===== config.mk =====
export PLATFORM = sky130hd
export DESIGN_NAME = phs_update
export DESIGN_NICKNAME = d
export VERILOG_FILES = /design/src/rtl/core/phs_pkg.sv /design/src/rtl/core/phs_update.sv
export SDC_FILE = /design/constraint.sdc
export NUM_CORES = 2
export LEC_CHECK = 0
export BUFFER_PORTS_ARGS = -buffer_cell sky130_fd_sc_hd__buf_2
export CORE_MARGIN = 2
export CORE_UTILIZATION = 45
export DETAILED_ROUTE_END_ITERATION = 8
export GPL_TIMING_DRIVEN = 0
export PLACE_DENSITY = 0.64
export SLEW_MARGIN = 40
export SYNTH_ARGS = -nofsm -noshare
export SYNTH_HDL_FRONTEND = slang
export SYNTH_SLANG_ARGS = --single-unit

===== constraint.sdc =====
create_clock -name clk -period 8.65 [get_ports clk]
set_clock_uncertainty 0.05 [all_clocks]
set_input_delay 1.73 -clock clk [delete_from_list [all_inputs] [get_ports clk]]
set_output_delay 1.73 -clock clk [all_outputs]
set_load 0.05 [all_outputs]

===== src/rtl/core/phs_pkg.sv =====
// Shared types and constants for the periodic 1-D heat stencil block.
// Used by phs_grid_ram, phs_update and periodic_heat_stencil_1d.
// No dependencies.
`default_nettype none

package phs_pkg;

  localparam int MAX_POINTS = 1024;
  localparam int IDX_W      = $clog2(MAX_POINTS);
  localparam int CNT_W      = IDX_W + 1;
  localparam int ADDR_W     = IDX_W + 1;
  localparam int DEPTH      = 2 * MAX_POINTS;

  localparam int DATA_W     = 32;
  localparam int FRAC_W     = 16;
  localparam int RATIO_W    = 17;
  localparam int LEN_W      = 11;
  localparam int STEP_W     = 16;
  localparam int PIDX_W     = 10;
  localparam int LAP_W      = DATA_W + 3;
  localparam int PROD_W     = LAP_W + RATIO_W + 1;
  localparam int QUOT_W     = PROD_W - FRAC_W;
  localparam int SUM_W      = QUOT_W + 1;

  localparam int CFG_IDX_W  = 2;
  localparam int CFG_DATA_W = 17;

  localparam logic [CFG_IDX_W-1:0] REG_RING_LENGTH     = CFG_IDX_W'(0);
  localparam logic [CFG_IDX_W-1:0] REG_DIFFUSION_RATIO = CFG_IDX_W'(1);

  localparam logic [LEN_W-1:0]   RING_LENGTH_RST     = LEN_W'(100);
  localparam logic [RATIO_W-1:0] DIFFUSION_RATIO_RST = RATIO_W'(32768);

  typedef enum logic [1:0] {
    OP_INIT  = 2'd0,
    OP_WRITE = 2'd1,
    OP_RUN   = 2'd2,
    OP_READ  = 2'd3
  } op_t;

  // One word from the grid memory heading into the stencil unit
  typedef struct packed {
    logic              vld;
    logic              pt;
    logic [IDX_W-1:0]  idx;
    logic [DATA_W-1:0] data;
  } strm_t;

  // Updated point leaving the stencil unit
  typedef struct packed {
    logic              vld;
    logic              busy;
    logic              sat;
    logic [IDX_W-1:0]  idx;
    logic [DATA_W-1:0] value;
  } upd_t;

  typedef struct packed {
    logic              we;
    logic [ADDR_W-1:0] addr;
    logic [DATA_W-1:0] data;
  } ram_wr_t;

  typedef struct packed {
    logic              re;
    logic [ADDR_W-1:0] addr;
  } ram_rd_t;

endpackage

`default_nettype wire


===== src/rtl/core/phs_update.sv =====
// Shared stencil unit: sliding window, Laplacian times ratio, add and saturate.
// Depends on phs_pkg.
`default_nettype none

module phs_update (
  input  logic                         clk,
  input  logic                         rst_n,
  input  phs_pkg::strm_t               strm,
  input  logic [phs_pkg::RATIO_W-1:0]  ratio,
  output phs_pkg::upd_t                res
);
  import phs_pkg::*;

  logic signed [DATA_W-1:0] win_l_r, win_m_r, win_rt_r;
  logic                     win_vld_r;
  logic [IDX_W-1:0]         win_idx_r;

  logic signed [PROD_W-1:0] prod_r;
  logic signed [DATA_W-1:0] mid_r;
  logic                     prod_vld_r;
  logic [IDX_W-1:0]         prod_idx_r;

  logic signed [LAP_W-1:0]   lap;
  logic signed [RATIO_W:0]   ratio_s;
  logic signed [PROD_W-1:0]  prod_nxt;
  logic signed [QUOT_W-1:0]  quot;
  logic signed [SUM_W-1:0]   sum;
  logic                      sat_hi, sat_lo;

  always_comb begin
    lap      = LAP_W'(win_l_r) - (LAP_W'(win_m_r) <<< 1) + LAP_W'(win_rt_r);
    ratio_s  = $signed({1'b0, ratio});
    prod_nxt = PROD_W'(lap) * PROD_W'(ratio_s);
  end

  // Floor shift is the top bits of the product
  always_comb begin
    quot   = prod_r[PROD_W-1:FRAC_W];
    sum    = SUM_W'(mid_r) + SUM_W'(quot);
    sat_hi = !sum[SUM_W-1] && (|sum[SUM_W-1:DATA_W-1]);
    sat_lo = sum[SUM_W-1] && !(&sum[SUM_W-1:DATA_W-1]);
  end

  always_comb begin
    res.vld  = prod_vld_r;
    res.busy = win_vld_r || prod_vld_r;
    res.sat  = sat_hi || sat_lo;
    res.idx  = prod_idx_r;
    if (sat_hi) begin
      res.value = {1'b0, {(DATA_W-1){1'b1}}};
    end else if (sat_lo) begin
      res.value = {1'b1, {(DATA_W-1){1'b0}}};
    end else begin
      res.value = sum[DATA_W-1:0];
    end
  end

  always_ff @(posedge clk) begin
    if (!rst_n) begin
      win_vld_r  <= 1'b0;
      prod_vld_r <= 1'b0;
    end else begin
      win_vld_r  <= strm.vld && strm.pt;
      prod_vld_r <= win_vld_r;
    end
    // Shift the window on every word that arrives
    if (strm.vld) begin
      win_l_r   <= win_m_r;
      win_m_r   <= win_rt_r;
      win_rt_r  <= $signed(strm.data);
      win_idx_r <= strm.idx;
    end
    prod_r     <= prod_nxt;
    mid_r      <= win_m_r;
    prod_idx_r <= win_idx_r;
  end

endmodule

`default_nettype wire


After elaboration in Yosys (flattened, before gate mapping)
Cells that the tools add are included.
{"block": "classes", "reduce_logical": 9, "mux": 2, "n_mul": 1, "addsub": 3}
{"operator": "32-bit 2-to-1 mux", "n": 2}
{"operator": "35-bit by 18-bit multiplier with 53-bit output", "n": 1}
{"operator": "32-bit by 37-bit adder with 38-bit output", "n": 1}
{"operator": "34-bit by 32-bit adder with 35-bit output", "n": 1}
{"operator": "32-bit by 33-bit subtractor with 34-bit output", "n": 1}
{"operator": "7-bit AND reduction", "n": 1}
{"operator": "7-bit OR reduction", "n": 1}
{"operator": "1-bit logical AND", "n": 3}
{"operator": "1-bit logical NOT", "n": 2}
{"operator": "1-bit logical OR", "n": 2}
{"block": "word_totals", "wordCells": 24, "input_bits": 63, "output_inout_bits": 45, "ff_bits": 203}

Logic depth before layout (Yosys ltp)
{"block": "logic_depth", "word_depth": 6, "ltp_mapped": 37, "ltp_nobuf": 36}

Least setup slack after synthesis
Ideal clock, no wire load.
{"block": "synth_path", "path_type": "flip-flop to flip-flop", "startpoint": "register win_m_r[1]", "endpoint": "register prod_r[51]", "n_path_buf": 2, "stages_incl_launch_ff": 35, "t_required_ns": 8.528, "arrival_ns": 8.450, "synth_period_minus_slack_ns": 8.573, "path_slack_ns": 0.077, "path_cell_list": "edfxtp_1 > fa_1 > inv_1 > ha_1 > nor2b_1 > o21ai_1 > a211o_1 > o2111a_1 > o31a_1 > a311oi_4 > a31oi_2 > o31ai_1 > o21ai_1 > buf_2 > nand2_1 > fa_1 > inv_1 > fa_1 > clkbuf_1 > xnor2_1 > xnor2_1 > fa_1 > fa_1 > inv_1 > fa_1 > inv_1 > ha_1 > a21o_1 > a21oi_1 > o21bai_1 > a211o_1 > a22oi_1 > nand2b_1 > a21oi_1 > xnor2_1"}
{"block": "synth_between", "elab_chain_len": 3}
{"element": "start, declared", "line_no": "phs_update.sv:14", "source": "logic signed [DATA_W-1:0] win_l_r, win_m_r, win_rt_r;"}
{"element": "start signal, assigned", "line_no": "phs_update.sv:69", "source": "win_m_r <= win_rt_r;"}
{"element": "32-bit by 33-bit subtractor with 34-bit output", "line_no": "phs_update.sv:31", "source": "lap = LAP_W'(win_l_r) - (LAP_W'(win_m_r) <<< 1) + LAP_W'(win_rt_r);"}
{"element": "34-bit by 32-bit adder with 35-bit output", "line_no": "phs_update.sv:31"}
{"element": "35-bit by 18-bit multiplier with 53-bit output", "line_no": "phs_update.sv:33", "source": "prod_nxt = PROD_W'(lap) * PROD_W'(ratio_s);"}
{"element": "named net prod_nxt[51]", "line_no": "phs_update.sv:25", "source": "logic signed [PROD_W-1:0] prod_nxt;"}
{"element": "end signal, assigned", "line_no": "phs_update.sv:73", "source": "prod_r <= prod_nxt;"}
{"element": "end, declared", "line_no": "phs_update.sv:18", "source": "logic signed [PROD_W-1:0] prod_r;"}
The timed path passes the listed nets, and every way through them passes these cells.
A chain may end at the register's enable or synchronous reset.

Worst setup path after layout
{"block": "layout_path", "startpoint": "register win_rt_r[2]", "endpoint": "register prod_r[46]"}
{"block": "layout_between", "elab_chain_len": 2}
{"element": "start, declared", "line_no": "phs_update.sv:14"}
{"element": "start signal, assigned", "line_no": "phs_update.sv:70", "source": "win_rt_r <= $signed(strm.data);"}
{"element": "34-bit by 32-bit adder with 35-bit output", "line_no": "phs_update.sv:31"}
{"element": "35-bit by 18-bit multiplier with 53-bit output", "line_no": "phs_update.sv:33"}
{"element": "named net prod_nxt[46]", "line_no": "phs_update.sv:25"}
The timed path passes the listed nets, and every way through them passes these cells.

==> reports/results.tsv <==
metric	value	unit
number of synthesized flops with an enable pin	106	
R2R Path End	prod_r[46]	
most frequent CP cell	fa_1	
failing checks	negative setup slack	
site row count	95	
FMAX	111.9	MHz
Post-Syn Area	30490	sq um
layout cells sized above 1	14.65	%
Largest stage delay, worst path	0.53	ns
fin worst setup slack	-0.2868	ns
GRT Util Overall	25.55	%
hold depth	0	
Crit Path Class	reg -> reg	
CTS H-tree lvls	4	
post-route insts no fill	4404	
Worst-Margin Slew	0.9194	ns
area grow syn2layout	15.11	%
HP Start	win_idx_r[2]	
Async SR Flop Fraction	0	%
CTS tree	yes	
drt pass-1 iters	7	
final setup fails	17	
clk buf depth	2	
DRC	0	
worst r2r src	win_rt_r[2]	
crit share post-route	103.3	%
Starting Density	45.39	%
DR vias	23143	
reg2reg path depth	36	
antenna-violating nets left	0	
most common cell after layout, fill and taps aside	inv_1	
NumNets Final	4363	
Placed Area	32330	sq um
RSZ-0062 raised after global routing	true	
CP endpoint kind	flop	
Cell variety after synth	79	
R2R Setup Slk	-0.29	ns
cell total after placement	4262	
Root Buffer	clkbuf_16	
clk_lat worst skew	0.45	ns
count of warnings emitted by yosys	0	
flops & latches, synth	187	
core box area	67160	sq um
Die X	264.3	um
total die area	69840	sq um
Final Max Slew Viols	0	
GP Congestion	0.9285	
HPWL Detailed	69.27	mm
port bufs	105	
io pins	108	
Worst Hold Class	reg -> reg	
first-pass GRT wire length	136.7	mm
clk sinks	187	
largest net degree at the start of global routing	76	
Max-Cap Viols	0	
fin area	35090	sq um
status	finished with violations	
Hold Fails Final Rpt	0	
final core utilization	52.25	%
Max FO, Critical Path	4	
WHS Endpoint	prod_idx_r[2]	
CP startpoint kind	flop	
slew margin rel.	38.70	%
sequential area share after synthesis	15.76	%
clock period minus worst slack	8.937	ns
vias in the first global route	24539	
top_reg_cell synth	edfxtp_1	
most frequent cells in the layout	inv_1, fa_1, nand2_1	
WL final	85.77	mm
critical path arrival	9.24	ns
routed length per instance	19.47	um
1st-iter DRT viols	1794	
Remaining Overflow, GRT	0	
CP Data Required Time	8.95	ns
syn_nets	4129	
Worst path slowest cell	fa_1	
TritonCTS Buffers	17	
hold_buf cts	0	
clock-pin slew on the worst setup and hold paths	0.08	ns
cells after synthesis	3283	
Place WS	-1.617	ns
die span in y	264.3	um
Synth Area per Inst	9.286	sq um
mean number of vias per cell	5.255	
initial antenna violation count	4	
-- worst max-delay path: cells and delay by family, from the launching register on --
kind / cells / cell delay (ns)
compound gates: 11 / 1.91
xor+xnor: 2 / 0.43
fa+ha+maj: 9 / 3.99
buf+inv: 8 / 0.65
flops: 1 / 0.39
simple gates: 6 / 1.41
-- kinds of logic (layout without fill, tap and decap cells) --
group	Yosys count	after routing	synth area share [%]
AOI/OAI and AO/OA	357	357	7.851
xor gates and xnor gates	98	98	2.840
adders and majority gates	789	789	46.89
buffers and inverters	901	1148	11.25
DFF	187	187	15.76
muxes	19	19	0.6690
other	0	1	0
and+or+nand+nor	932	932	14.74
-- layer usage --
layer / part of all wire [%] / up-vias / GRT usage [%]
met5: 0.016 / - / 0
met4: 4.9 / 2 / 10.66
met3: 6.8 / 201 / 3.794
met2: 49 / 812 / 43.02
met1: 40 / 11653 / 33.01
li1: - / 10475 / -
-- final cells by class --
type                            count  area (sq um)
Antenna cell                        1         2.502
Buffer                            139         714.4
Clock buffer                       18         429.2
Clock inverter                     14         173.9
Fill cell                        6100         32070
Inverter                          761          2867
Multi-Input combinational cell   2195         23520
Sequential cell                   187          4805
Tap cell                          873          1092
Timing Repair Buffer              216          1490
-- registers in the layout (all words and copies together) (netlist names) --
| name | cells |
|---|---|
| prod_vld_r | 1 |
| win_l_r | 32 |
| win_m_r | 32 |
| prod_r | 37 |
| prod_idx_r | 10 |
| win_vld_r | 1 |
| win_rt_r | 32 |
| win_idx_r | 10 |
| mid_r | 32 |
-- synthesized netlist by cell type (7+ instances only) --
library cell | count | area, sq um
a31oi_1 | 12 | 75.07
nor2b_1 | 25 | 156.4
o21a_1 | 10 | 75.07
nand2b_1 | 16 | 100.1
a311o_1 | 8 | 80.08
edfxtp_1 | 106 | 3183
o221ai_1 | 12 | 105.1
nand3_1 | 32 | 160.2
clkbuf_1 | 118 | 442.9
or2_2 | 8 | 50.05
o21bai_1 | 12 | 90.09
xor2_1 | 40 | 350.3
mux2_2 | 8 | 90.09
buf_2 | 11 | 55.05
and3_1 | 28 | 175.2
nand4_1 | 21 | 131.4
nor3_1 | 28 | 140.1
a311oi_1 | 11 | 96.34
nor2_1 | 82 | 307.8
o21ai_1 | 7 | 35.03
mux2i_1 | 8 | 80.08
xnor2_1 | 57 | 499.2
o21ai_0 | 79 | 395.4
inv_1 | 760 | 2853
ha_1 | 192 | 2402
fa_1 | 591 | 11830
a21oi_1 | 102 | 510.5
and2_1 | 235 | 1470
a21o_1 | 43 | 322.8
dfxtp_1 | 81 | 1622
a211oi_1 | 10 | 75.07
nand2_1 | 437 | 1640
-- how the worst max path moves through the flow --
stage	cells after the start	start	to
6_report	36	win_rt_r[2]	prod_r[46]
5_1_grt	36	win_rt_r[2]	prod_r[46]
4_1_cts	34	win_m_r[12]	prod_r[46]
3_5_place_dp	34	win_m_r[1]	prod_r[51]
3_3_place_gp	34	win_m_r[1]	prod_r[51]
2_1_floorplan	34	win_m_r[1]	prod_r[51]
-- timing repair --
action | in CTS | in global routing
endpoints found under the setup margin | 36 | 28
cloned | 1 | 0
setup buffers | 74 | 36
pin swaps | 90 | 63
gates resized for setup | 206 | 84
endpoints found under the hold margin | 0 | 0
-- through the flow --
step | setup TNS, ns | hold slack (ns)
floorplan | 0 | 0.2733
global placement | -40.99 | 0.2736
detailed placement | -33.69 | 0.2769
CTS | -1.655 | 0.2947
global route | -9.951 | 0.2962
finish | -2.265 | 0.2884
Power is left out: the tool's default activity adds up to more than one toggle a clock period on the data nets, which glitch-free logic cannot reach.
